### config.mk
export PLATFORM = sky130hd
export DESIGN_NAME = ofg_queue
export DESIGN_NICKNAME = d
export VERILOG_FILES = /design/src/rtl/ofg_pkg.sv /design/src/rtl/ofg_queue.sv
export SDC_FILE = /design/constraint.sdc
export NUM_CORES = 1
export LEC_CHECK = 0
export BUFFER_PORTS_ARGS = -buffer_cell sky130_fd_sc_hd__buf_4
export CAP_MARGIN = 20
export CORE_MARGIN = 2
export CORE_UTILIZATION = 45
export DETAILED_ROUTE_END_ITERATION = 12
export MAX_ROUTING_LAYER = met4
export PLACE_DENSITY = 0.7
export SLEW_MARGIN = 20
export SYNTH_ARGS = -nofsm -noshare
export SYNTH_HDL_FRONTEND = slang
export SYNTH_SLANG_ARGS = --single-unit
### constraint.sdc
create_clock -name clk -period 5.2 [get_ports clk]
set_clock_uncertainty 0.15 [all_clocks]
set_input_delay 0.26 -clock clk [delete_from_list [all_inputs] [get_ports clk]]
set_output_delay 0.26 -clock clk [all_outputs]
set_load 0.03 [all_outputs]
### src/rtl/ofg_pkg.sv
//------------------------------------------------------------------------------
// ofg_pkg
// Shared types, codes, widths and saturation helpers for the flow-field grid.
//------------------------------------------------------------------------------
`default_nettype none

package ofg_pkg;

	localparam int GRID_SIZE_DEF = 32;
	localparam int QUEUE_DEPTH   = 2;

	localparam int CELL_W = 12;
	localparam int POS_W  = 20;
	localparam int VEC_W  = 24;
	localparam int OP_W   = 2;

	// front divider: cell index and neighborhood reach
	localparam int FDIV_NW = 16;
	localparam int FDIV_QW = 14;

	// back datapath
	localparam int DIFF_W = 30;
	localparam int MAG_W  = 28;
	localparam int SQ_W   = 56;
	localparam int D2_W   = 57;
	localparam int PROD_W = 40;
	localparam int NUM_W  = 60;
	localparam int QUO_W  = 25;

	localparam logic [OP_W-1:0] OP_CLEAR = 2'd0;
	localparam logic [OP_W-1:0] OP_ADD   = 2'd1;
	localparam logic [OP_W-1:0] OP_QUERY = 2'd2;
	localparam logic [OP_W-1:0] OP_RSVD  = 2'd3;

	localparam logic REG_CELL_WIDTH  = 1'b0;
	localparam logic REG_CELL_HEIGHT = 1'b1;

	localparam logic [CELL_W-1:0] CELL_RESET = 12'd32;

	localparam logic [1:0] STEP_X = 2'd0;
	localparam logic [1:0] STEP_Y = 2'd1;
	localparam logic [1:0] STEP_R = 2'd2;

	typedef struct packed {
		logic [CELL_W-1:0] cw;
		logic [CELL_W-1:0] ch;
		logic [CELL_W-1:0] cmin;
	} ofg_cfg_t;

	typedef struct packed {
		logic [OP_W-1:0]   op;
		logic [POS_W-1:0]  pos_x;
		logic [POS_W-1:0]  pos_y;
		logic [CELL_W-1:0] ox;
		logic [CELL_W-1:0] oy;
		logic [12:0]       reach;
	} ofg_item_t;

	typedef enum logic [1:0] {
		F_IDLE,
		F_START,
		F_WAIT,
		F_PUSH
	} ofg_fstate_t;

	typedef enum logic [4:0] {
		B_INIT,
		B_IDLE,
		B_CLEAR,
		B_WIN,
		B_CTR,
		B_SQX,
		B_SQY,
		B_SUM,
		B_MULX,
		B_MULY,
		B_DIVS,
		B_DIV,
		B_WR,
		B_NEXT,
		B_QRD,
		B_QWAIT,
		B_DONE
	} ofg_bstate_t;

	function automatic logic signed [VEC_W-1:0] contrib(input logic [QUO_W-1:0] quo,
			input logic ovf, input logic neg);
		logic [QUO_W-1:0] q;
		q = (ovf || quo > 25'h1000000) ? 25'h1000000 : quo;
		if (!neg) begin
			return (q > 25'h7FFFFF) ? 24'sh7FFFFF : signed'(q[VEC_W-1:0]);
		end
		return (q > 25'h800000) ? 24'sh800000 : signed'(-q[VEC_W-1:0]);
	endfunction

	function automatic logic signed [VEC_W-1:0] sat_add(input logic signed [VEC_W-1:0] v,
			input logic signed [VEC_W-1:0] c);
		logic signed [VEC_W:0] s;
		s = 25'(v) + 25'(c);
		if (s[VEC_W] != s[VEC_W-1]) begin
			return s[VEC_W] ? 24'sh800000 : 24'sh7FFFFF;
		end
		return s[VEC_W-1:0];
	endfunction

endpackage

`default_nettype wire

### src/rtl/ofg_queue.sv
//------------------------------------------------------------------------------
// ofg_queue
// Short FIFO of classified items between the front and back parts.
//------------------------------------------------------------------------------
`default_nettype none

module ofg_queue #(
	parameter int DEPTH = ofg_pkg::QUEUE_DEPTH
) (
	input  logic               clk,
	input  logic               arst_n,
	input  logic               push,
	input  ofg_pkg::ofg_item_t din,
	output logic               full,
	input  logic               pop,
	output ofg_pkg::ofg_item_t dout,
	output logic               not_empty
);

	localparam int PW = (DEPTH > 1) ? $clog2(DEPTH) : 1;
	localparam int CW = $clog2(DEPTH + 1);

	ofg_pkg::ofg_item_t mem_q [DEPTH];
	logic [PW-1:0]      wr_q;
	logic [PW-1:0]      rd_q;
	logic [CW-1:0]      cnt_q;

	assign full      = (cnt_q == CW'(DEPTH));
	assign not_empty = (cnt_q != '0);
	assign dout      = mem_q[rd_q];

	always_ff @(posedge clk or negedge arst_n) begin
		if (!arst_n) begin
			wr_q  <= '0;
			rd_q  <= '0;
			cnt_q <= '0;
		end else begin
			if (push) wr_q <= (wr_q == PW'(DEPTH - 1)) ? '0 : wr_q + 1'b1;
			if (pop)  rd_q <= (rd_q == PW'(DEPTH - 1)) ? '0 : rd_q + 1'b1;
			if (push && !pop)      cnt_q <= cnt_q + 1'b1;
			else if (pop && !push) cnt_q <= cnt_q - 1'b1;
		end
	end

	always_ff @(posedge clk) begin
		if (push) mem_q[wr_q] <= din;
	end

endmodule

`default_nettype wire

### After elaboration in Yosys (flattened, before gate mapping)

Memory sizes are Yosys's and may differ from the RTL's.
Index checks and enable logic that the tools add are counted.

* flip-flop bits (word level): 4
* bits in writable memories: 158
* input port bits: 83
* output and inout port bits: 81
* memories kept: 1

* add/sub/neg operators: 4
* equality and inequality tests: 1
* multiplexer cells: 6
* reduce and logical (&&, ||, !) cells: 6

Memories
* mem_q: words 2, width 79, read ports 1, clocked after Yosys merged registers in 0, write ports 1, RTL line ofg_queue.sv:23 `ofg_pkg::ofg_item_t mem_q [DEPTH];`

Operators by type and width (number)
* $mux 1: 4
* $mux 2: 2
* $reduce_bool 2->1: 2
* $add 1x1->1 const B: 2
* $add 2x1->2 const B: 1
* $eq 2x2->1 const B: 1
* $logic_and 1x1->1: 2
* $logic_not 1->1: 2
* $sub 2x1->2 const B: 1

### Longest topological paths before layout

* depth in word-level cells: 4
* gate-level depth with buffers: 5
* depth with buffers taken out: 5

### Least setup slack after synthesis

Ideal clock, no wire load.

* kind: reg-to-reg
* from: register wr_q
* to: memory mem_q[0][0] (netlist name) (enable)
* setup time: 0.526 ns
* arrival time: 3.906 ns
* data required time: 4.524 ns
* path slack: 0.618 ns
* cell stages (with the launch flop): 2
* clock period less this slack: 4.582 ns
* cell sequence: dfrtp_1 -> nor2b_1

RTL lines
* start: declaration: RTL line ofg_queue.sv:24 `logic [PW-1:0] wr_q;`
* start signal: assignment: RTL line ofg_queue.sv:38 `if (push) wr_q <= (wr_q == PW'(DEPTH - 1)) ? '0 : wr_q + 1'b1;`
* end: declaration: RTL line ofg_queue.sv:23

No word-level cell before the write port.

==> out/metrics.cfg <==
[grt]
grt_pass1_wl_um=16900
grt_max_degree=80
globalRouteTotalUtil_pct=15.9
busiest_layer=met2
antenna_found_initial=0
met1_usage_pct=18.4
grt_use_met2_pct=26.9
grt_pass1_vias=3375
grt_use_met3_pct=3.90
gr-total-overflow=0

[clock_network]
cts_resized=0
cts_root_buf=clkbuf_16
clock-sinks=162
clk_pin_slew_worst_paths_ns=0.06
cts_buffer_depth=2
postCtsSetupRepairBufs=0
cts_tree=built
cts_buffers=17
hold_buffers=82
clock_latency_ns=0.40
h-tree-depth=4

[placement]
dp_hpwl_um=6760
placedCellCount=599
port_buffers=163
placed_cell_area_mm2=0.00760
gp_congestion=0.702

[drt]
antenna_left=0
drt_first_pass_iters=4
vias=3292
drt-vias-per-instance=4.61
drt_iter0_drc=219
drc=0
drt-total-wl_um=11400
wl_per_cell_um=15.9

[power]
power_density_mw_per_mm2=563
p_leak_nw=3.70
fin_total_pwr_mw=5.13
vdd.ir_drop.worst_mv=0.374

[timing]
holdWs_ns=0.0737
tightest_slew_ns=1.08
slew_violations=0
period_needed_ns=3.02
fin_setup_tns_ns=0
slew_headroom_pct=27.7
max_freq_mhz=331
rsz0062_at_grt=no
finalCritPeriodShare_pct=58.1
hold_viol=0
finalSetupViolCount=0

[synth]
postSynthCellCount=262
synth.avg_cell_area_um2=24.0
synthesis.area_mm2=0.00629
seq_area_frac_synth_pct=77.0
syn-num-nets=346
synth_warnings=0
synth-seq-cells=162
synth_cell_types=13

[cells_and_area]
fillers=954
drive_above_1_share_pct=51.7
synthToLayoutAreaGrowth_pct=44.6
multi_input_area_mm2=0.00128
layout.area.seq_mm2=0.00485
antennaDiodeCount=0
fin_nets=605
final_cells=714
fin_area_mm2=0.00910

[critical_path]
rr_worst_depth=2
worstPathArrival_ns=2.61
r2r_slack_ns=3.44
crit_type=register to primary output
slowest_stage=dfrtp_4
cp_data_required_time_ns=4.79
cp_num_cells=3
cp_max_fo=57
crit_chain=buf_4 > mux2_4 > buf_4
cpLargestDelayFamily=flip-flops
crit_path_end_kind=primary output
cp_common_cell=buf_4
max_stage_delay_ns=1.13
critical_path_buf_inv_count=2
start_kind=register

[floorplan]
dieHeight_um=122
dieArea_mm2=0.0149
core-area_mm2=0.0138
io_pins=164
die_x_um=122
num_rows=43
initial_utilization_pct=45.7

[worst_hold_path]
hp-class=input pin to async pin

[status]
status=finished, final reports clean

[job]
cap_violations=0

## synthesized netlist by cell type
cell type    n  area (um^2)
and2_1       1         6.26
buf_12       8          160
buf_6        1         11.3
dfrtp_1      4          100
edfxtp_1   158         4740
ha_1         1         12.5
inv_1        1         3.75
mux2_4      79         1190
nor2_1       1         3.75
nor2b_1      2         12.5
or2_2        1         6.26
xnor2_1      1         8.76
xor2_1       4         35.0
## registers in the layout, indices dropped and copies added, names as in the netlist
signal  flops
mem_q     158
cnt_q       2
rd_q        1
wr_q        1
## metal layers
layer,vias up,wire length (um)
met5,-,0
met4,0,109
met3,10,636
met2,114,5990
met1,1615,4630
li1,1553,-
## layout make-up
| cell class | count | area share, % |
|---|---|---|
| clock inverters | 13 | 2.35 |
| flip-flops and latches | 162 | 53.3 |
| clock buffers | 19 | 4.76 |
| repair buffers | 249 | 23.0 |
| inverters | 1 | 0.0412 |
| well taps | 180 | 2.47 |
| multi-input cells | 90 | 14.1 |
## cell families (layout without fill, tap and decap cells)
group,Yosys count,after routing,share of synthesized area (%)
XOR/XNOR,5,5,0.696
AND/OR/NAND/NOR,5,5,0.457
adder cells (fa/ha/maj),1,1,0.199
flip-flops,162,162,77.0
buffers and inverters,10,282,2.78
multiplexers,79,79,18.9
## worst register-to-register path, cell delays in order, from the launching register on
cell     delay (ns)
dfrtp_1        0.42
and2_4         0.54
buf_16         0.31
## cells in the final DEF (no fill, tap or decap), drive strengths merged
cell type,count
inv,1
nor2,1
edfxtp,158
xnor2,1
nor2b,2
mux2,79
dlygate4sd3,82
clkinv,7
buf,167
or2,1
clkbuf,19
xor2,4
ha,1
dfrtp,4
bufinv,6
and2,1
## stage by stage
step | utilization [%] | worst slack, ns
final | 66.1 | 2.18
after global routing | 66.1 | 1.99
after CTS | 65.9 | 2.09
after detailed placement | 55.2 | 2.54
after global placement | 55.2 | 2.57
after floorplan | - | 0.618
## worst paths after layout
path | end | from
worst max-delay path | dout[13] | rd_q
worst min register to register | cnt_q[1] | cnt_q[1]
min in group clk | cnt_q[1] | cnt_q[1]
worst max register to register | mem_q[1][76] | wr_q
worst min-delay path | cnt_q[1] | arst_n
max in group asynchronous | rd_q | arst_n
## report_power, final
part	internal, mW	leakage (nW)	switching (mW)
clock	0.893	0.315	0.451
sequential	1.74	1.53	0.193
combinational	0.896	1.85	0.958
total	3.52	3.70	1.60
No activity file was read; power rests on OpenSTA's default activity.
