$ cat config.mk
export PLATFORM = sky130hd
export DESIGN_NAME = ofg_front_flat
export DESIGN_NICKNAME = d
export VERILOG_FILES = /design/src/rtl/ofg_pkg.sv /design/src/rtl/ofg_if.sv /design/src/rtl/ofg_div.sv /design/src/rtl/ofg_front.sv /design/src/flat_wrapper.sv
export SDC_FILE = /design/constraint.sdc
export NUM_CORES = 1
export LEC_CHECK = 0
export ABC_AREA = 1
export BUFFER_PORTS_ARGS = -buffer_cell sky130_fd_sc_hd__buf_2
export CAP_MARGIN = 5
export CORE_MARGIN = 2
export CORE_UTILIZATION = 40
export CTS_BUF_LIST = sky130_fd_sc_hd__clkbuf_8
export CTS_CLUSTER_SIZE = 40
export DETAILED_ROUTE_END_ITERATION = 8
export SLEW_MARGIN = 0
export SYNTH_ARGS = -nofsm -noshare
export SYNTH_HDL_FRONTEND = slang
export SYNTH_SLANG_ARGS = --single-unit
$ cat constraint.sdc
create_clock -name clk -period 7.55 [get_ports clk]
set_input_delay 0.755 -clock clk [delete_from_list [all_inputs] [get_ports clk]]
set_output_delay 0.755 -clock clk [all_outputs]
set_load 0.02 [all_outputs]
$ cat src/rtl/ofg_pkg.sv
//------------------------------------------------------------------------------
// ofg_pkg
// Shared types, codes, widths and saturation helpers for the flow-field grid.
//------------------------------------------------------------------------------
`default_nettype none

package ofg_pkg;

	localparam int GRID_SIZE_DEF = 32;
	localparam int QUEUE_DEPTH   = 2;

	localparam int CELL_W = 12;
	localparam int POS_W  = 20;
	localparam int VEC_W  = 24;
	localparam int OP_W   = 2;

	// front divider: cell index and neighborhood reach
	localparam int FDIV_NW = 16;
	localparam int FDIV_QW = 14;

	// back datapath
	localparam int DIFF_W = 30;
	localparam int MAG_W  = 28;
	localparam int SQ_W   = 56;
	localparam int D2_W   = 57;
	localparam int PROD_W = 40;
	localparam int NUM_W  = 60;
	localparam int QUO_W  = 25;

	localparam logic [OP_W-1:0] OP_CLEAR = 2'd0;
	localparam logic [OP_W-1:0] OP_ADD   = 2'd1;
	localparam logic [OP_W-1:0] OP_QUERY = 2'd2;
	localparam logic [OP_W-1:0] OP_RSVD  = 2'd3;

	localparam logic REG_CELL_WIDTH  = 1'b0;
	localparam logic REG_CELL_HEIGHT = 1'b1;

	localparam logic [CELL_W-1:0] CELL_RESET = 12'd32;

	localparam logic [1:0] STEP_X = 2'd0;
	localparam logic [1:0] STEP_Y = 2'd1;
	localparam logic [1:0] STEP_R = 2'd2;

	typedef struct packed {
		logic [CELL_W-1:0] cw;
		logic [CELL_W-1:0] ch;
		logic [CELL_W-1:0] cmin;
	} ofg_cfg_t;

	typedef struct packed {
		logic [OP_W-1:0]   op;
		logic [POS_W-1:0]  pos_x;
		logic [POS_W-1:0]  pos_y;
		logic [CELL_W-1:0] ox;
		logic [CELL_W-1:0] oy;
		logic [12:0]       reach;
	} ofg_item_t;

	typedef enum logic [1:0] {
		F_IDLE,
		F_START,
		F_WAIT,
		F_PUSH
	} ofg_fstate_t;

	typedef enum logic [4:0] {
		B_INIT,
		B_IDLE,
		B_CLEAR,
		B_WIN,
		B_CTR,
		B_SQX,
		B_SQY,
		B_SUM,
		B_MULX,
		B_MULY,
		B_DIVS,
		B_DIV,
		B_WR,
		B_NEXT,
		B_QRD,
		B_QWAIT,
		B_DONE
	} ofg_bstate_t;

	function automatic logic signed [VEC_W-1:0] contrib(input logic [QUO_W-1:0] quo,
			input logic ovf, input logic neg);
		logic [QUO_W-1:0] q;
		q = (ovf || quo > 25'h1000000) ? 25'h1000000 : quo;
		if (!neg) begin
			return (q > 25'h7FFFFF) ? 24'sh7FFFFF : signed'(q[VEC_W-1:0]);
		end
		return (q > 25'h800000) ? 24'sh800000 : signed'(-q[VEC_W-1:0]);
	endfunction

	function automatic logic signed [VEC_W-1:0] sat_add(input logic signed [VEC_W-1:0] v,
			input logic signed [VEC_W-1:0] c);
		logic signed [VEC_W:0] s;
		s = 25'(v) + 25'(c);
		if (s[VEC_W] != s[VEC_W-1]) begin
			return s[VEC_W] ? 24'sh800000 : 24'sh7FFFFF;
		end
		return s[VEC_W-1:0];
	endfunction

endpackage

`default_nettype wire

$ cat src/rtl/ofg_if.sv
//------------------------------------------------------------------------------
// ofg_if
// Valid/ready channels for request words and result words.
//------------------------------------------------------------------------------
`default_nettype none

interface ofg_in_if;
	logic        valid;
	logic        ready;
	logic [1:0]  operation;
	logic [19:0] pos_x;
	logic [19:0] pos_y;
	logic [19:0] obstacle_radius;

	modport source (output valid, operation, pos_x, pos_y, obstacle_radius, input ready);
	modport sink   (input valid, operation, pos_x, pos_y, obstacle_radius, output ready);
endinterface


`default_nettype wire

$ cat src/rtl/ofg_div.sv
//------------------------------------------------------------------------------
// ofg_div
// Restoring unsigned divider, one quotient bit per cycle, with overflow flag.
//------------------------------------------------------------------------------
`default_nettype none

module ofg_div #(
	parameter int NW = ofg_pkg::FDIV_NW,
	parameter int DW = ofg_pkg::CELL_W,
	parameter int QW = ofg_pkg::FDIV_QW
) (
	input  logic          clk,
	input  logic          arst_n,
	input  logic          start,
	input  logic [NW-1:0] num,
	input  logic [DW-1:0] den,
	output logic          done,
	output logic [QW-1:0] quo,
	output logic          ovf
);

	localparam int HW   = NW - QW;
	localparam int XW   = (HW > DW) ? HW : DW;
	localparam int CNTW = $clog2(QW + 1);

	logic [DW-1:0]   r_q;
	logic [DW-1:0]   d_q;
	logic [QW-1:0]   n_q;
	logic [QW-1:0]   quo_q;
	logic            ovf_q;
	logic            done_q;
	logic [CNTW-1:0] cnt_q;
	logic [DW:0]     rs;
	logic [DW:0]     diff;
	logic            ge;

	always_comb begin
		rs   = {r_q, n_q[QW-1]};
		ge   = rs >= {1'b0, d_q};
		diff = rs - {1'b0, d_q};
	end

	always_ff @(posedge clk or negedge arst_n) begin
		if (!arst_n) begin
			cnt_q  <= '0;
			done_q <= 1'b0;
		end else if (start) begin
			cnt_q  <= CNTW'(QW);
			done_q <= 1'b0;
		end else if (cnt_q != '0) begin
			cnt_q  <= cnt_q - 1'b1;
			done_q <= (cnt_q == CNTW'(1));
		end else begin
			done_q <= 1'b0;
		end
	end

	always_ff @(posedge clk) begin
		if (start) begin
			r_q   <= DW'(num[NW-1:QW]);
			n_q   <= num[QW-1:0];
			d_q   <= den;
			ovf_q <= XW'(num[NW-1:QW]) >= XW'(den);
			quo_q <= '0;
		end else if (cnt_q != '0) begin
			r_q   <= ge ? diff[DW-1:0] : rs[DW-1:0];
			n_q   <= n_q << 1;
			quo_q <= {quo_q[QW-2:0], ge};
		end
	end

	assign done = done_q;
	assign quo  = quo_q;
	assign ovf  = ovf_q;

endmodule

`default_nettype wire

$ cat src/rtl/ofg_front.sv
//------------------------------------------------------------------------------
// ofg_front
// Accept request words, find the obstacle or query cell and the reach.
//------------------------------------------------------------------------------
`default_nettype none

module ofg_front (
	input  logic               clk,
	input  logic               arst_n,
	ofg_in_if.sink             req,
	input  ofg_pkg::ofg_cfg_t  cfg,
	input  logic               hold,
	output logic               push,
	output ofg_pkg::ofg_item_t push_item,
	input  logic               full
);

	ofg_pkg::ofg_fstate_t state_q, state_d;

	logic [1:0]                  step_q;
	logic [ofg_pkg::OP_W-1:0]    op_q;
	logic [ofg_pkg::POS_W-1:0]   px_q;
	logic [ofg_pkg::POS_W-1:0]   py_q;
	logic [ofg_pkg::POS_W-1:0]   rad_q;
	logic [ofg_pkg::CELL_W-1:0]  ox_q;
	logic [ofg_pkg::CELL_W-1:0]  oy_q;
	logic [12:0]                 reach_q;
	logic                        accept;
	logic                        div_start;
	logic [ofg_pkg::FDIV_NW-1:0] div_num;
	logic [ofg_pkg::CELL_W-1:0]  div_den;
	logic                        div_done;
	logic [ofg_pkg::FDIV_QW-1:0] div_quo;
	logic [12:0]                 rad_ceil;

	assign req.ready = (state_q == ofg_pkg::F_IDLE) && !hold;
	assign accept    = req.valid && req.ready;

	always_comb begin
		rad_ceil = 13'((21'(rad_q) + 21'd255) >> 8);
		case (step_q)
			ofg_pkg::STEP_X: begin
				div_num = 16'(px_q[19:8]);
				div_den = cfg.cw;
			end
			ofg_pkg::STEP_Y: begin
				div_num = 16'(py_q[19:8]);
				div_den = cfg.ch;
			end
			default: begin
				div_num = 16'(14'(rad_ceil) + 14'(cfg.cmin) - 14'd1);
				div_den = cfg.cmin;
			end
		endcase
	end

	ofg_div #(
		.NW(ofg_pkg::FDIV_NW),
		.DW(ofg_pkg::CELL_W),
		.QW(ofg_pkg::FDIV_QW)
	) u_div (
		.clk   (clk),
		.arst_n(arst_n),
		.start (div_start),
		.num   (div_num),
		.den   (div_den),
		.done  (div_done),
		.quo   (div_quo),
		.ovf   ()
	);

	always_ff @(posedge clk or negedge arst_n) begin
		if (!arst_n) begin
			state_q <= ofg_pkg::F_IDLE;
		end else begin
			state_q <= state_d;
		end
	end

	always_comb begin
		state_d   = state_q;
		div_start = 1'b0;
		push      = 1'b0;
		case (state_q)
			ofg_pkg::F_IDLE: begin
				if (accept) state_d = ofg_pkg::F_START;
			end
			ofg_pkg::F_START: begin
				div_start = 1'b1;
				state_d   = ofg_pkg::F_WAIT;
			end
			ofg_pkg::F_WAIT: begin
				if (div_done) state_d = (step_q == ofg_pkg::STEP_R) ? ofg_pkg::F_PUSH
					: ofg_pkg::F_START;
			end
			ofg_pkg::F_PUSH: begin
				if (!full) begin
					push    = 1'b1;
					state_d = ofg_pkg::F_IDLE;
				end
			end
			default: state_d = ofg_pkg::F_IDLE;
		endcase
	end

	always_ff @(posedge clk) begin
		if (accept) begin
			op_q   <= req.operation;
			px_q   <= req.pos_x;
			py_q   <= req.pos_y;
			rad_q  <= req.obstacle_radius;
			step_q <= ofg_pkg::STEP_X;
		end else if (state_q == ofg_pkg::F_WAIT && div_done) begin
			case (step_q)
				ofg_pkg::STEP_X: ox_q <= div_quo[ofg_pkg::CELL_W-1:0];
				ofg_pkg::STEP_Y: oy_q <= div_quo[ofg_pkg::CELL_W-1:0];
				default:         reach_q <= div_quo[12:0];
			endcase
			step_q <= step_q + 2'd1;
		end
	end

	always_comb begin
		push_item.op    = op_q;
		push_item.pos_x = px_q;
		push_item.pos_y = py_q;
		push_item.ox    = ox_q;
		push_item.oy    = oy_q;
		push_item.reach = reach_q;
	end

endmodule

`default_nettype wire

$ cat src/flat_wrapper.sv
// flat-port wrapper written by rule: the top's interface ports become plain ports
module ofg_front_flat 
  (clk, arst_n, cfg, hold, push, push_item, full, req_valid, req_operation, req_pos_x, req_pos_y, req_obstacle_radius, req_ready);
  ofg_in_if req_i ();
  input  logic clk;
  input  logic arst_n;
  input  ofg_pkg::ofg_cfg_t cfg;
  input  logic hold;
  output logic push;
  output ofg_pkg::ofg_item_t push_item;
  input  logic full;
  input wire logic [$bits(req_i.valid)-1:0] req_valid;
  input wire logic [$bits(req_i.operation)-1:0] req_operation;
  input wire logic [$bits(req_i.pos_x)-1:0] req_pos_x;
  input wire logic [$bits(req_i.pos_y)-1:0] req_pos_y;
  input wire logic [$bits(req_i.obstacle_radius)-1:0] req_obstacle_radius;
  output wire logic [$bits(req_i.ready)-1:0] req_ready;
  assign req_i.valid = req_valid;
  assign req_i.operation = req_operation;
  assign req_i.pos_x = req_pos_x;
  assign req_i.pos_y = req_pos_y;
  assign req_i.obstacle_radius = req_obstacle_radius;
  assign req_ready = req_i.ready;
  ofg_front u_core (.clk(clk), .arst_n(arst_n), .req(req_i), .cfg(cfg), .hold(hold), .push(push), .push_item(push_item), .full(full));
endmodule
# ---- Yosys cells after proc, flatten, opt, wreduce, memory -nomap -nowiden
# Index checks and enable logic that the tools add are counted.
dict set report totals {
  register_bits 159
  out_inout_bits 81
  word_cells 66
}
dict set report op_classes {
  mux 19
  order_cmp 1
  n_addsub 6
  bitwise 2
  eq_ne 9
  n_reduce_logical 13
}
# operator count
set op_table {}
lappend op_table {{one-hot mux 16 bit (2 select lines)} 1}
lappend op_table {{two-way mux 14 bit} 2}
lappend op_table {{one-hot mux 12 bit (2 select lines)} 1}
lappend op_table {{adder 20 x 8 -> 21 bit, second input constant} 1}
lappend op_table {{subtractor 16 x 1 -> 16 bit, second input constant} 1}
lappend op_table {{adder 13 x 12 -> 14 bit} 1}
lappend op_table {{greater-or-equal comparator 13 x 12 -> 1 bit} 1}
lappend op_table {{two-way mux 12 bit} 1}
lappend op_table {{two-way mux 2 bit} 6}
lappend op_table {{AND reduction 3 bit} 4}
lappend op_table {{subtractor 12 bit} 1}
lappend op_table {{two-way mux 4 bit} 2}
lappend op_table {{one-hot mux 2 bit (4 select lines)} 1}
lappend op_table {{== test 2 bit, second input constant} 3}
lappend op_table {{two-way mux 1 bit} 5}
lappend op_table {{== test 2 x 1 -> 1 bit, second input constant} 2}
lappend op_table {{== test 4 x 1 -> 1 bit, second input constant} 1}
lappend op_table {{logical NOT 2 bit} 2}
lappend op_table {{inequality test 2 bit, second input constant} 2}
lappend op_table {{nonzero test 4 bit} 1}
lappend op_table {{subtractor 4 x 1 -> 4 bit, second input constant} 1}
lappend op_table {{logical AND 1 bit} 3}
lappend op_table {{adder 2 x 1 -> 2 bit, second input constant} 1}
lappend op_table {{inequality test 2 x 1 -> 1 bit, second input constant} 1}
lappend op_table {{4 further kinds} 5}

# ---- Logic depth before layout (Yosys ltp)
# Gate-level depths: netlist (run 1).
dict set report logic_depth {
  ltp_word 5
  depth_mapped 24
  mapped_depth_nobuf 24
}

# ---- By module
# A second synthesis (run 1) with hierarchy kept.
dict set report unflattened {
  hier_cells 894
  area_unflattened_um2 8182.8
}
# module area_each_um2 instances cells_each
set modules_own_cells {}
lappend modules_own_cells {ofg_front 4967.3 1 464}
lappend modules_own_cells {ofg_div 3215.6 1 430}

# ---- Worst setup path before layout (run 1)
# OpenSTA, ideal clock, no wires.
dict set report synth_path {
  kind {input-to-reg}
  from {in hold}
  to {reg u_core.op_q[0] in the netlist's numbering, enable pin}
  path_buffers 0
  setup_ns 0.416
  path_slack_ns 4.422
  t_arrival_ns 2.712
  required_time_ns 7.134
  stages 3
  cell_sequence {nor3_1 nand2_1 inv_1}
}
dict set report synth_between {
  elab_chain_cells 3
}
# item line_no
set synth_rtl {}
lappend synth_rtl {{start: declaration} flat_wrapper.sv:8} ;# input logic hold;
lappend synth_rtl {{logical NOT 1 bit} ofg_front.sv:36} ;# assign req.ready = (state_q == ofg_pkg::F_IDLE) && !hold;
lappend synth_rtl {{logical AND 1 bit} ofg_front.sv:36}
lappend synth_rtl {{logical AND 1 bit} ofg_front.sv:37} ;# assign accept = req.valid && req.ready;
lappend synth_rtl {{named net u_core.accept} ofg_front.sv:28} ;# logic accept;
lappend synth_rtl {{end signal: assignment} ofg_front.sv:108} ;# op_q <= req.operation;
lappend synth_rtl {{end: declaration} ofg_front.sv:21} ;# logic [ofg_pkg::OP_W-1:0] op_q;
# The timed path passes the listed nets, and every way through them passes these cells.
# A chain may end at the register's enable or synchronous reset.

# ---- Worst setup path in the final report (run 1)
dict set report layout_path {
  from {reg u_core.rad_q[8] in the netlist's numbering}
  to {reg u_core.u_div.n_q[13], data pin}
}
dict set report layout_between {
  elab_chain_cells 5
}
# item line_no
set layout_rtl {}
lappend layout_rtl {{start: declaration} ofg_front.sv:24} ;# logic [ofg_pkg::POS_W-1:0] rad_q;
lappend layout_rtl {{start signal: assignment} ofg_front.sv:111} ;# rad_q <= req.obstacle_radius;
lappend layout_rtl {{adder 20 x 8 -> 21 bit} ofg_front.sv:40} ;# rad_ceil = 13'((21'(rad_q) + 21'd255) >> 8);
lappend layout_rtl {{adder 13 x 12 -> 14 bit} ofg_front.sv:51} ;# div_num = 16'(14'(rad_ceil) + 14'(cfg.cmin) - 14'd1);
lappend layout_rtl {{subtractor 16 x 1 -> 16 bit} ofg_front.sv:51}
lappend layout_rtl {{one-hot mux 16 bit (2 select lines)} ofg_front.sv:41} ;# case (step_q)
lappend layout_rtl {{two-way mux 14 bit} ofg_div.sv:59} ;# if (start) begin
lappend layout_rtl {{end signal: assignment} ofg_div.sv:61} ;# n_q <= num[QW-1:0];
lappend layout_rtl {{end signal: assignment} ofg_div.sv:67} ;# n_q <= n_q << 1;
lappend layout_rtl {{end: declaration} ofg_div.sv:28} ;# logic [QW-1:0] n_q;
# Every way passes these cells.

==> summary.log, run 1 <==
qor: logic_synthesis.synth-async-reset-ratio 4.40%
qor: logic_synthesis.synthesis.instances 807
qor: cts.cts_resized 0
qor: logic_synthesis.yosys_register_bits 159
qor: setup_path.path_delay_family simple AND/OR/NAND/NOR gates
qor: setup_path.critical_path.max_stage_delay 380 ps
qor: final_layout.n_diodes 0
qor: setup_path.worstPathArrival 3420 ps
qor: floorplanning.floorplan.initialDensity 40.5%
qor: placed_design.place_worst_setup_slack 4340 ps
qor: cts.ctsRootBufferMaster sky130_fd_sc_hd__clkbuf_8
qor: power.cellLeakagePower 4.35 nW
qor: final_layout.finish.net_count 1135
qor: floorplanning.die_height 144 um
qor: final_layout.post_route_cells_drive_above_1_share 26.3%
qor: timing.max_slew_headroom 23.6%
qor: timing.worst_margin_pin_slew 1140 ps
qor: floorplanning.placeableCoreArea 0.0193 mm^2
qor: floorplanning.die_area 0.0207 mm^2
qor: cts.cts_sinks 159
qor: placed_design.placement_cell_area 0.00905 mm^2
qor: setup_path.cp.required 7760 ps
qor: logic_synthesis.synth.net_count 943
qor: logic_synthesis.yosysWarnings 0
qor: placed_design.place.gp.congestion 0.924
qor: setup_path.setup.worst_path.start_class flip-flop
qor: route.total_routed_length 18100 um
qor: cts.cts-htree-levels 4
qor: setup_path.worst-path-buf-inv 3
qor: logic_synthesis.synth_compound_gate_area_share 8.27%
qor: cts.post-cts-setup-buffers 0
qor: final_layout.utilization 49.1%
qor: timing.final_critical_path_setup_slack 4340 ps
qor: timing.grt_setup_unrepaired false
qor: logic_synthesis.synth_top_family_by_area simple AND/OR/NAND/NOR gates
qor: global_routing.globalRouteOverflowTotal 0
qor: cts.clock_tree_from_tritoncts built
qor: timing.max_freq 311 MHz
qor: cts.clk-insertion-delay-late 450 ps
qor: timing.timing.final.setup_violations 0
qor: setup_path.timing.critical_path.to_type flip-flop
qor: power.post-layout-total-power 1.66 mW
qor: setup_path.worstReg2RegStart u_core.rad_q[8]
qor: placed_design.port_buffers 183
qor: logic_synthesis.yosys.area_share.simple 21.1%
qor: timing.timing.final.hold_violations 0
qor: timing.final.min_clock_period 3210 ps
qor: floorplanning.die_width 144 um
qor: global_routing.grt_util_all_layers 17.7%
qor: setup_path.cp_common_cell sky130_fd_sc_hd__nand2_1
qor: route.route.detailed.wl_per_inst 14.2 um
qor: timing.post_route_skew 16.6 ps
qor: timing.final.setup.tns 0 ps
qor: floorplanning.io_pins 184
qor: hold_path.hp-class input port to asynchronous set/reset pin
qor: final_layout.design_area 0.00949 mm^2
qor: setup_path.crit_path_start u_core.rad_q[8]
qor: timing.hold_ws 117 ps
qor: logic_synthesis.synth_mux_area_share 0%
qor: logic_synthesis.synth_enable_flop_cells 127
qor: global_routing.grt_pass1_wl 28300 um
qor: setup_path.worstPathCellList nand2_1, inv_1, nand2_1, nor2_1, nand2_1, nor2_1, nand4_1, xnor2_1, ha_1, nand2_1, inv_1, a21oi_1, nand3_1, nand2_1, nand2_1, nor2_4, nand2_2, inv_2, nand3b_1, nand2_1, nand2_1
qor: setup_path.worst-setup-path-type flip-flop to flip-flop
qor: route.drc_errors 0
qor: logic_synthesis.synth_area 0.00784 mm^2
qor: logic_synthesis.synthDistinctLibCells 42
qor: cts.worst_setup_hold_path_clk_slew 110 ps
qor: route.vias_per_cell 4.74
qor: logic_synthesis.post_synth_xor_xnor_area 2.01%
qor: timing.report.final.slew_viol_count 0
qor: logic_synthesis.seq_area_frac_synth 57.3%
qor: logic_synthesis.adder_and_majority_cell_fraction_of_the_synthesized_area 5.46%
qor: route.drt_iter0_drc 338
qor: timing.final_min_period_over_clock_period 42.6%
qor: global_routing.largest_net_degree_at_the_start_of_global_routing 63
qor: power.p_per_area 175 mW/mm^2
qor: route.ant_nets 0
qor: logic_synthesis.synth_flop_cell sky130_fd_sc_hd__edfxtp_1
qor: floorplanning.fp-row-count 51
qor: global_routing.first_global_vias 5835
qor: logic_synthesis.syn_avg_cell_area 9.71 um^2
qor: route.detailroute.via_count 6048
qor: global_routing.initial_antenna_violation_count 0
qor: outcome.status finished clean
qor: placed_design.post-dp-hpwl 13600 um
qor: cts.numCtsBuffers 17
qor: run.drv_cap 0
qor: cts.cts.hold.buffers_added 0
qor: route.number_of_detailed_routing_iterations_run_before_antenna_repair 5
qor: setup_path.worst_path_max_delay_cell sky130_fd_sc_hd__edfxtp_1
qor: power.vdd_ir_drop_max 0.000113 V
qor: cts.cts_max_path_buffers 2
qor: final_layout.stdcell_count 1277
qor: setup_path.timing.critical_path.fanout_max 5
qor: placed_design.place.detailed.instances 1244
qor: final_layout.area.growth.synth_to_final 21.1%
## state kept, by name, summed over array words and instances (netlist names)
signal / count
u_core.rad_q: 20
u_core.u_div.r_q: 12
u_core.u_div.quo: 13
u_core.u_div.done: 1
u_core.op_q: 2
u_core.py_q: 20
u_core.u_div.d_q: 12
u_core.u_div.n_q: 14
u_core.oy_q: 12
u_core.step_q: 2
u_core.u_div.cnt_q: 4
u_core.px_q: 20
u_core.state_q: 2
u_core.ox_q: 12
u_core.reach_q: 13
## final timing paths
kind	end	slack (ps)	depth (start not counted)
worst max-delay path	u_core.u_div.n_q[13]	4340	21
worst min register to register	u_core.reach_q[12]	440	0
max in group asynchronous	u_core.u_div.cnt_q[1]	7260	1
worst max register to register	u_core.u_div.n_q[13]	4340	21
min in group clk	u_core.reach_q[12]	440	0
worst min-delay path	u_core.state_q[0]	120	1
## Yosys cell counts (3+ instances only)
cell type | number | area [um^2]
sky130_fd_sc_hd__nand2_1 | 182 | 683
sky130_fd_sc_hd__edfxtp_1 | 127 | 3810
sky130_fd_sc_hd__inv_1 | 94 | 353
sky130_fd_sc_hd__nor2_1 | 84 | 315
sky130_fd_sc_hd__nand3_1 | 47 | 235
sky130_fd_sc_hd__a21oi_1 | 34 | 170
sky130_fd_sc_hd__ha_1 | 31 | 388
sky130_fd_sc_hd__o21ai_0 | 30 | 150
sky130_fd_sc_hd__dfxtp_1 | 25 | 500
sky130_fd_sc_hd__clkbuf_1 | 15 | 56.3
sky130_fd_sc_hd__a31oi_1 | 13 | 81.3
sky130_fd_sc_hd__a22oi_1 | 12 | 90.1
sky130_fd_sc_hd__nand2_2 | 11 | 68.8
sky130_fd_sc_hd__nand4_1 | 10 | 62.6
sky130_fd_sc_hd__xnor2_1 | 9 | 78.8
sky130_fd_sc_hd__xor2_1 | 9 | 78.8
sky130_fd_sc_hd__dfrtp_1 | 7 | 175
sky130_fd_sc_hd__nor2_4 | 7 | 78.8
sky130_fd_sc_hd__nor3_1 | 7 | 35.0
sky130_fd_sc_hd__a221oi_1 | 6 | 52.6
sky130_fd_sc_hd__nand3_2 | 6 | 60.1
sky130_fd_sc_hd__or2_2 | 5 | 31.3
sky130_fd_sc_hd__nor2_2 | 4 | 25.0
sky130_fd_sc_hd__inv_2 | 3 | 11.3
sky130_fd_sc_hd__nand3b_1 | 3 | 22.5
## cell usage in the layout (no fill, tap or decap), types with 8 or more instances in the layout
cell type	count
sky130_fd_sc_hd__clkbuf_8	17
sky130_fd_sc_hd__a21oi_1	34
sky130_fd_sc_hd__buf_2	183
sky130_fd_sc_hd__nand3_1	47
sky130_fd_sc_hd__xor2_1	9
sky130_fd_sc_hd__a22oi_1	12
sky130_fd_sc_hd__edfxtp_1	127
sky130_fd_sc_hd__a31oi_1	13
sky130_fd_sc_hd__inv_1	93
sky130_fd_sc_hd__nand4_1	10
sky130_fd_sc_hd__o21ai_0	30
sky130_fd_sc_hd__xnor2_1	9
sky130_fd_sc_hd__nor2_1	84
sky130_fd_sc_hd__ha_1	31
sky130_fd_sc_hd__buf_4	8
sky130_fd_sc_hd__nand2_1	182
sky130_fd_sc_hd__nand2_2	11
sky130_fd_sc_hd__dfxtp_1	25
## final cells by class
class / count / area (um^2)
Clock buffer: 17 / 234
Clock inverter: 15 / 188
Fill cell: 1837 / 9850
Inverter: 99 / 372
Multi-Input combinational cell: 530 / 2890
Sequential cell: 159 / 4490
Tap cell: 265 / 332
Timing Repair Buffer: 192 / 987
## kinds of logic after synthesis
| logic type | Yosys count |
|---|---|
| fa+ha+maj | 33 |
| buf+inv | 118 |
| flops | 159 |
| compound gates | 109 |
| simple gates | 370 |
| xor+xnor | 18 |
## per-layer routing
layer	GRT usage (%)	up-vias	wire length, um
met5	0	-	0
met4	5.31	0	350
met3	4.34	25	905
met2	31.7	156	9160
met1	21.0	2757	7660
li1	-	3110	-
## where the power goes
| group | total (mW) | switching (mW) | internal [mW] |
|---|---|---|---|
| logic | 0.0877 | 0.0497 | 0.0380 |
| clock network | 0.635 | 0.378 | 0.257 |
| registers | 0.938 | 0 | 0.938 |
| total | 1.66 | 0.428 | 1.23 |
(Power assumes the default switching activity.)
==> run 2, diff against run 1 <==
==> constraint.sdc (replaced) <==
create_clock -name clk -period 3.3 [get_ports clk]
set_input_delay 0.33 -clock clk [delete_from_list [all_inputs] [get_ports clk]]
set_output_delay 0.33 -clock clk [all_outputs]
set_load 0.02 [all_outputs]
==> run 2 against run 1 <==
First-iteration DRC count decreased by 12%. Global-route usage shrank 0.27 points. Flip-flop and latch count stayed put. Via count grew 1.1%. Sequential share of layout area decreased by 0.43 points. Cell count is 0.55% higher. Core utilization up 0.45 points. Largest cell class unchanged. Largest power group unchanged.
==> summary.log, run 2 (synthesis results as in run 1) <==
qor: power.post-layout-total-power 3.77 mW
qor: route.number_of_detailed_routing_iterations_run_before_antenna_repair 5
qor: timing.final.min_clock_period 3040 ps
qor: final_layout.final_cell_mix 183 x sky130_fd_sc_hd__buf_2, 180 x sky130_fd_sc_hd__nand2_1, 127 x sky130_fd_sc_hd__edfxtp_1
qor: global_routing.first_global_vias 5992
qor: setup_path.worstPathArrival 3230 ps
qor: global_routing.largest_net_degree_at_the_start_of_global_routing 30
qor: setup_path.cp.required 3490 ps
qor: final_layout.n_diodes 0
qor: run.drv_cap 0
qor: cts.cts-htree-levels 4
qor: timing.grt_setup_unrepaired true
qor: cts.ctsRootBufferMaster sky130_fd_sc_hd__clkbuf_8
qor: cts.cts_max_path_buffers 2
qor: route.total_routed_length 17900 um
qor: cts.clk-insertion-delay-late 440 ps
qor: final_layout.post_route_cells_drive_above_1_share 27.9%
qor: setup_path.worstReg2RegStart u_core.rad_q[3]
qor: setup_path.cp_common_cell sky130_fd_sc_hd__nand2_1
qor: setup_path.timing.critical_path.to_type flip-flop
qor: floorplanning.die_width 144 um
qor: route.ant_nets 0
qor: setup_path.rr_endpoint u_core.u_div.n_q[10]
qor: setup_path.worstPathCellList nor2_1, nand2_1, nor2_4, nor2_2, nor2_1, ha_2, inv_1, fa_1, ha_2, inv_1, nor2_4, nand3_4, nor2_4, nand2_2, nor2_4, nand2_1, nand2_1, nand2_1, nand2_1, a21oi_2
qor: setup_path.crit_path_start u_core.rad_q[3]
qor: timing.report.final.slew_viol_count 0
qor: timing.max_slew_headroom 38.2%
qor: floorplanning.floorplan.initialDensity 40.5%
qor: timing.timing.final.setup_violations 0
qor: cts.clock_tree_from_tritoncts built
qor: setup_path.path_delay_family simple AND/OR/NAND/NOR gates
qor: setup_path.worst-path-buf-inv 2
qor: floorplanning.io_pins 184
qor: power.cellLeakagePower 4.36 nW
qor: route.drt_iter0_drc 296
qor: hold_path.hp-class input port to flip-flop
qor: setup_path.critical_path.max_stage_delay 530 ps
qor: floorplanning.fp-row-count 51
qor: global_routing.grt_util_all_layers 17.4%
qor: timing.post_route_skew 12.7 ps
qor: setup_path.setup.worst_path.start_class flip-flop
qor: floorplanning.placeableCoreArea 0.0193 mm^2
qor: route.route.detailed.wl_per_inst 13.9 um
qor: timing.worst_margin_pin_slew 926 ps
qor: setup_path.r2r.worst_path.cells 20
qor: final_layout.final.fill_count 1824
qor: floorplanning.die_area 0.0207 mm^2
qor: setup_path.levels_on_crit_path 20
qor: route.drc_errors 0
qor: outcome.status finished clean
qor: setup_path.termination_of_the_worst_setup_path u_core.u_div.n_q[10]
qor: final_layout.finish.net_count 1142
qor: setup_path.timing.critical_path.fanout_max 6
qor: global_routing.initial_antenna_violation_count 0
qor: final_layout.area.growth.synth_to_final 22.2%
qor: global_routing.globalRouteOverflowTotal 0
qor: cts.worst_setup_hold_path_clk_slew 100 ps
qor: final_layout.biggestRegsByFlops u_core.px_q x20, u_core.py_q x20, u_core.rad_q x20
qor: setup_path.worst_path_max_delay_cell sky130_fd_sc_hd__fa_1
qor: timing.timing.final.hold_violations 0
qor: placed_design.post-dp-hpwl 13600 um
qor: final_layout.commonest_non_fill_non_tap_cell_in_the_layout sky130_fd_sc_hd__buf_2
qor: placed_design.place.gp.congestion 0.869
qor: timing.max_freq 329 MHz
qor: power.vdd_ir_drop_max 0.000278 V
qor: timing.final.setup.tns 0 ps
qor: global_routing.grt_pass1_wl 28100 um
qor: route.detailroute.via_count 6115
qor: cts.cts_sinks 159
qor: cts.numCtsBuffers 17
qor: power.p_per_area 394 mW/mm^2
qor: setup_path.rrSetupSlack 260 ps
qor: floorplanning.die_height 144 um
qor: route.vias_per_cell 4.76
qor: placed_design.port_buffers 183
qor: setup_path.worst-setup-path-type flip-flop to flip-flop
qor: timing.final_min_period_over_clock_period 92.2%
-- run 2: cell count changes in the layout (fill, tap and decap cells not counted), sizes merged --
cell / change
clkinvlp: +1
inv: -1
dlygate4sd3: +1
buf: +6
-- run 2: metrics by stage --
stage / hold slack (ps) / area, um^2 / utilization, % / worst slack (ps) / std cells
after floorplan: 34.4 / 7840 / - / 409 / 807
after global placement: 178 / 9080 / 47.0 / 144 / 1248
after detailed placement: 176 / 9080 / 47.0 / 45.4 / 1248
after CTS: 26.4 / 9500 / 49.1 / 24.4 / 1281
after global routing: 14.9 / 9570 / 49.5 / -15.6 / 1284
final: 54.1 / 9570 / 49.5 / 257 / 1284
-- run 2: per-layer routing --
metal	track usage [%]	part of all wire, %	vias to the layer above
met1	20.5	43	2816
li1	-	-	3135
met2	31.5	51	147
met5	0	0	-
met4	5.31	1.7	0
met3	4.17	4.7	17
-- run 2: cell type report --
| class | count | area [um^2] | area share, % |
|---|---|---|---|
| clock buffer | 17 | 234 | 2.44 |
| clock inverter | 15 | 169 | 1.76 |
| inverter | 99 | 372 | 3.88 |
| multi-input combinational | 530 | 2940 | 30.7 |
| sequential | 159 | 4490 | 46.9 |
| tap | 265 | 332 | 3.46 |
| timing repair buffer | 199 | 1040 | 10.8 |
-- run 2: what timing repair did --
action / 4_1_cts / 5_1_grt
setup endpoints to repair: 0 / 10
hold endpoints to repair: 7 / 0
gates resized for setup: 0 / 16
hold buffers: 1 / 0
setup buffers: 0 / 3
-- run 2: power breakdown --
part	switching (mW)	internal [mW]	leakage, nW
Combinational	0.117	0.0912	2.70
Clock	0.846	0.571	0.199
Sequential	0	2.15	1.46
Total	0.963	2.81	4.36
-- run 2: worst min-delay path by stage --
stage	depth (start not counted)	to	slack, ps	from
6_report	1	u_core.rad_q[5]	50	req_obstacle_radius[5]
3_5_place_dp	1	u_core.u_div.cnt_q[2]	180	arst_n
5_1_grt	1	u_core.rad_q[19]	10	req_obstacle_radius[19]
3_3_place_gp	1	u_core.u_div.cnt_q[2]	180	arst_n
4_1_cts	1	u_core.py_q[1]	30	req_pos_y[1]
2_1_floorplan	0	u_core.state_q[0]	30	arst_n
==> run 3, diff against run 2 <==
==> constraint.sdc (replaced) <==
create_clock -name clk -period 2.7 [get_ports clk]
set_input_delay 0.27 -clock clk [delete_from_list [all_inputs] [get_ports clk]]
set_output_delay 0.27 -clock clk [all_outputs]
set_load 0.02 [all_outputs]
==> run 3 against run 2 <==
Critical path type unchanged. Via count grew 7.4%. Highest routed layer unchanged. Core utilization grew 6.2 points. Clock-buffer cell count is the same. The flow now finishes with violations (negative setup slack). Fmax grew 0.96%.
==> summary.log, run 3 (synthesis results as in run 1) <==
qor: outcome.status finished, violations left
qor: outcome.failed_checks negative setup slack
qor: placed_design.post-dp-hpwl 13900 um
qor: cts.cts-htree-levels 4
qor: floorplanning.die_width 144 um
qor: placed_design.placement_cell_area 0.00948 mm^2
qor: timing.timing.final.setup_violations 12
qor: route.drc_errors 0
qor: power.vdd_ir_drop_max 0.000306 V
qor: final_layout.commonest_non_fill_non_tap_cell_in_the_layout sky130_fd_sc_hd__buf_2
qor: global_routing.globalRouteOverflowTotal 0
qor: global_routing.grt_pass1_wl 30200 um
qor: timing.final.setup.tns -2900 ps
qor: cts.worst_setup_hold_path_clk_slew 100 ps
qor: global_routing.largest_net_degree_at_the_start_of_global_routing 30
qor: global_routing.grt_util_all_layers 18.8%
qor: timing.final_critical_path_setup_slack -314 ps
qor: route.m1WireLength 8120 um
qor: route.route.detailed.wl_per_inst 13.8 um
qor: power.cellLeakagePower 4.89 nW
qor: floorplanning.fp-row-count 51
qor: placed_design.port_buffers 183
qor: setup_path.worst-setup-path-type flip-flop to flip-flop
qor: cts.clock_tree_from_tritoncts built
qor: timing.final_min_period_over_clock_period 112%
qor: floorplanning.die_area 0.0207 mm^2
qor: placed_design.place.gp.congestion 0.861
qor: cts.ctsRootBufferMaster sky130_fd_sc_hd__clkbuf_8
qor: setup_path.worstPathArrival 3220 ps
qor: timing.post_route_skew 11.2 ps
qor: timing.max_freq 332 MHz
qor: global_routing.first_global_vias 6480
qor: timing.final.min_clock_period 3010 ps
qor: cts.numCtsBuffers 17
qor: placed_design.place_worst_setup_slack -264 ps
qor: power.p_per_area 444 mW/mm^2
qor: setup_path.setup.worst_path.start_class flip-flop
qor: floorplanning.placeableCoreArea 0.0193 mm^2
qor: timing.timing.final.hold_violations 0
qor: final_layout.area.growth.synth_to_final 37.4%
qor: cts.cts_sinks 159
qor: timing.report.final.slew_viol_count 0
qor: power.post-layout-total-power 4.78 mW
qor: route.detailroute.wirelength.met3 769 um
qor: route.number_of_detailed_routing_iterations_run_before_antenna_repair 7
qor: route.vias_per_cell 4.71
qor: final_layout.finish.net_count 1253
qor: timing.worst_margin_pin_slew 909 ps
qor: global_routing.initial_antenna_violation_count 0
qor: route.top_signal_layer_used met4
qor: route.drt_iter0_drc 289
qor: timing.max_slew_headroom 39.4%
qor: setup_path.cp.required 2900 ps
qor: final_layout.n_diodes 0
qor: route.met2_wirelength 9900 um
qor: hold_path.hp-class input port to flip-flop
qor: floorplanning.floorplan.initialDensity 40.5%
qor: floorplanning.io_pins 184
qor: timing.grt_setup_unrepaired true
qor: final_layout.post_route_cells_drive_above_1_share 32.2%
qor: route.total_routed_length 19200 um
qor: final_layout.design_area 0.0108 mm^2
qor: setup_path.timing.critical_path.to_type flip-flop
qor: cts.clk-insertion-delay-late 460 ps
qor: final_layout.biggestRegsByFlops u_core.px_q x20, u_core.py_q x20, u_core.rad_q x20
qor: floorplanning.die_height 144 um
qor: run.drv_cap 0
qor: final_layout.final.fill_count 1707
qor: cts.cts_max_path_buffers 2
qor: route.ant_nets 0
qor: setup_path.timing.critical_path.fanout_max 6
qor: final_layout.final_cell_mix 183 x sky130_fd_sc_hd__buf_2, 174 x sky130_fd_sc_hd__nand2_1, 127 x sky130_fd_sc_hd__edfxtp_1
qor: route.detailroute.via_count 6569
-- run 3: what timing repair did --
| action | in CTS | in global routing |
|---|---|---|
| gates cloned | 0 | 0 |
| resized for setup | 14 | 36 |
| endpoints found under the setup margin | 12 | 14 |
| endpoints found under the hold margin | 69 | 0 |
| pin swaps | 5 | 25 |
| setup buffers | 4 | 4 |
| hold buffers | 63 | 0 |
-- run 3: final cells by class --
type | count | area, um^2 | area share, %
multi-input combinational | 530 | 3080 | 28.6
inverter | 99 | 378 | 3.51
timing repair buffer | 310 | 2060 | 19.2
clock buffer | 17 | 234 | 2.17
tap | 265 | 332 | 3.08
clock inverter | 15 | 193 | 1.79
sequential | 159 | 4490 | 41.7
-- run 3: worst paths after layout --
kind / start / to / slack, ps / cells past startpoint
hold / removal: cfg[19] / u_core.u_div.d_q[7] / 90 / 3
setup / recovery: u_core.rad_q[4] / u_core.u_div.n_q[10] / -310 / 20
setup reg to reg: u_core.rad_q[4] / u_core.u_div.n_q[10] / -310 / 20
min in group asynchronous: arst_n / u_core.u_div.done / 190 / 2
hold reg to reg: u_core.u_div.quo[12] / u_core.reach_q[12] / 450 / 0
max in group asynchronous: arst_n / u_core.u_div.cnt_q[1] / 2350 / 2
-- run 3: critical path, stage by stage, from the launching register on --
cell and delay (ps):
sky130_fd_sc_hd__edfxtp_1 390, sky130_fd_sc_hd__nor2_1 130, sky130_fd_sc_hd__nand2_2 90, sky130_fd_sc_hd__nor2_4 180, sky130_fd_sc_hd__nor2_4 50, sky130_fd_sc_hd__nor2_2 80, sky130_fd_sc_hd__ha_2 180, sky130_fd_sc_hd__inv_2 40
sky130_fd_sc_hd__fa_2 570, sky130_fd_sc_hd__ha_4 160, sky130_fd_sc_hd__inv_4 30, sky130_fd_sc_hd__nor2_4 100, sky130_fd_sc_hd__nand3_4 90, sky130_fd_sc_hd__nor2_4 120, sky130_fd_sc_hd__nand2_2 70, sky130_fd_sc_hd__nor2_4 180
sky130_fd_sc_hd__nand2_1 80, sky130_fd_sc_hd__nand2_1 60, sky130_fd_sc_hd__nand2_1 50, sky130_fd_sc_hd__nand2_1 60, sky130_fd_sc_hd__a21oi_2 50
-- run 3: where the power goes --
group	switching, mW	internal [mW]
Sequential	0	2.62
Clock	1.06	0.715
Combinational	0.173	0.206
-- run 3: through the flow --
step | instances | utilization, % | hold slack [ps]
after floorplan | 807 | - | -25.6
after global placement | 1293 | 49.0 | 111
after detailed placement | 1293 | 49.0 | 109
after CTS | 1392 | 54.9 | 61.7
after global routing | 1395 | 55.7 | 83.7
final | 1395 | 55.7 | 88.2
-- run 3: metal layers --
metal | global-route usage, % | vias up
li1 | - | 3343
met1 | 22.2 | 3046
met2 | 33.9 | 152
met3 | 3.91 | 28
met4 | 6.30 | 0
met5 | 0 | -
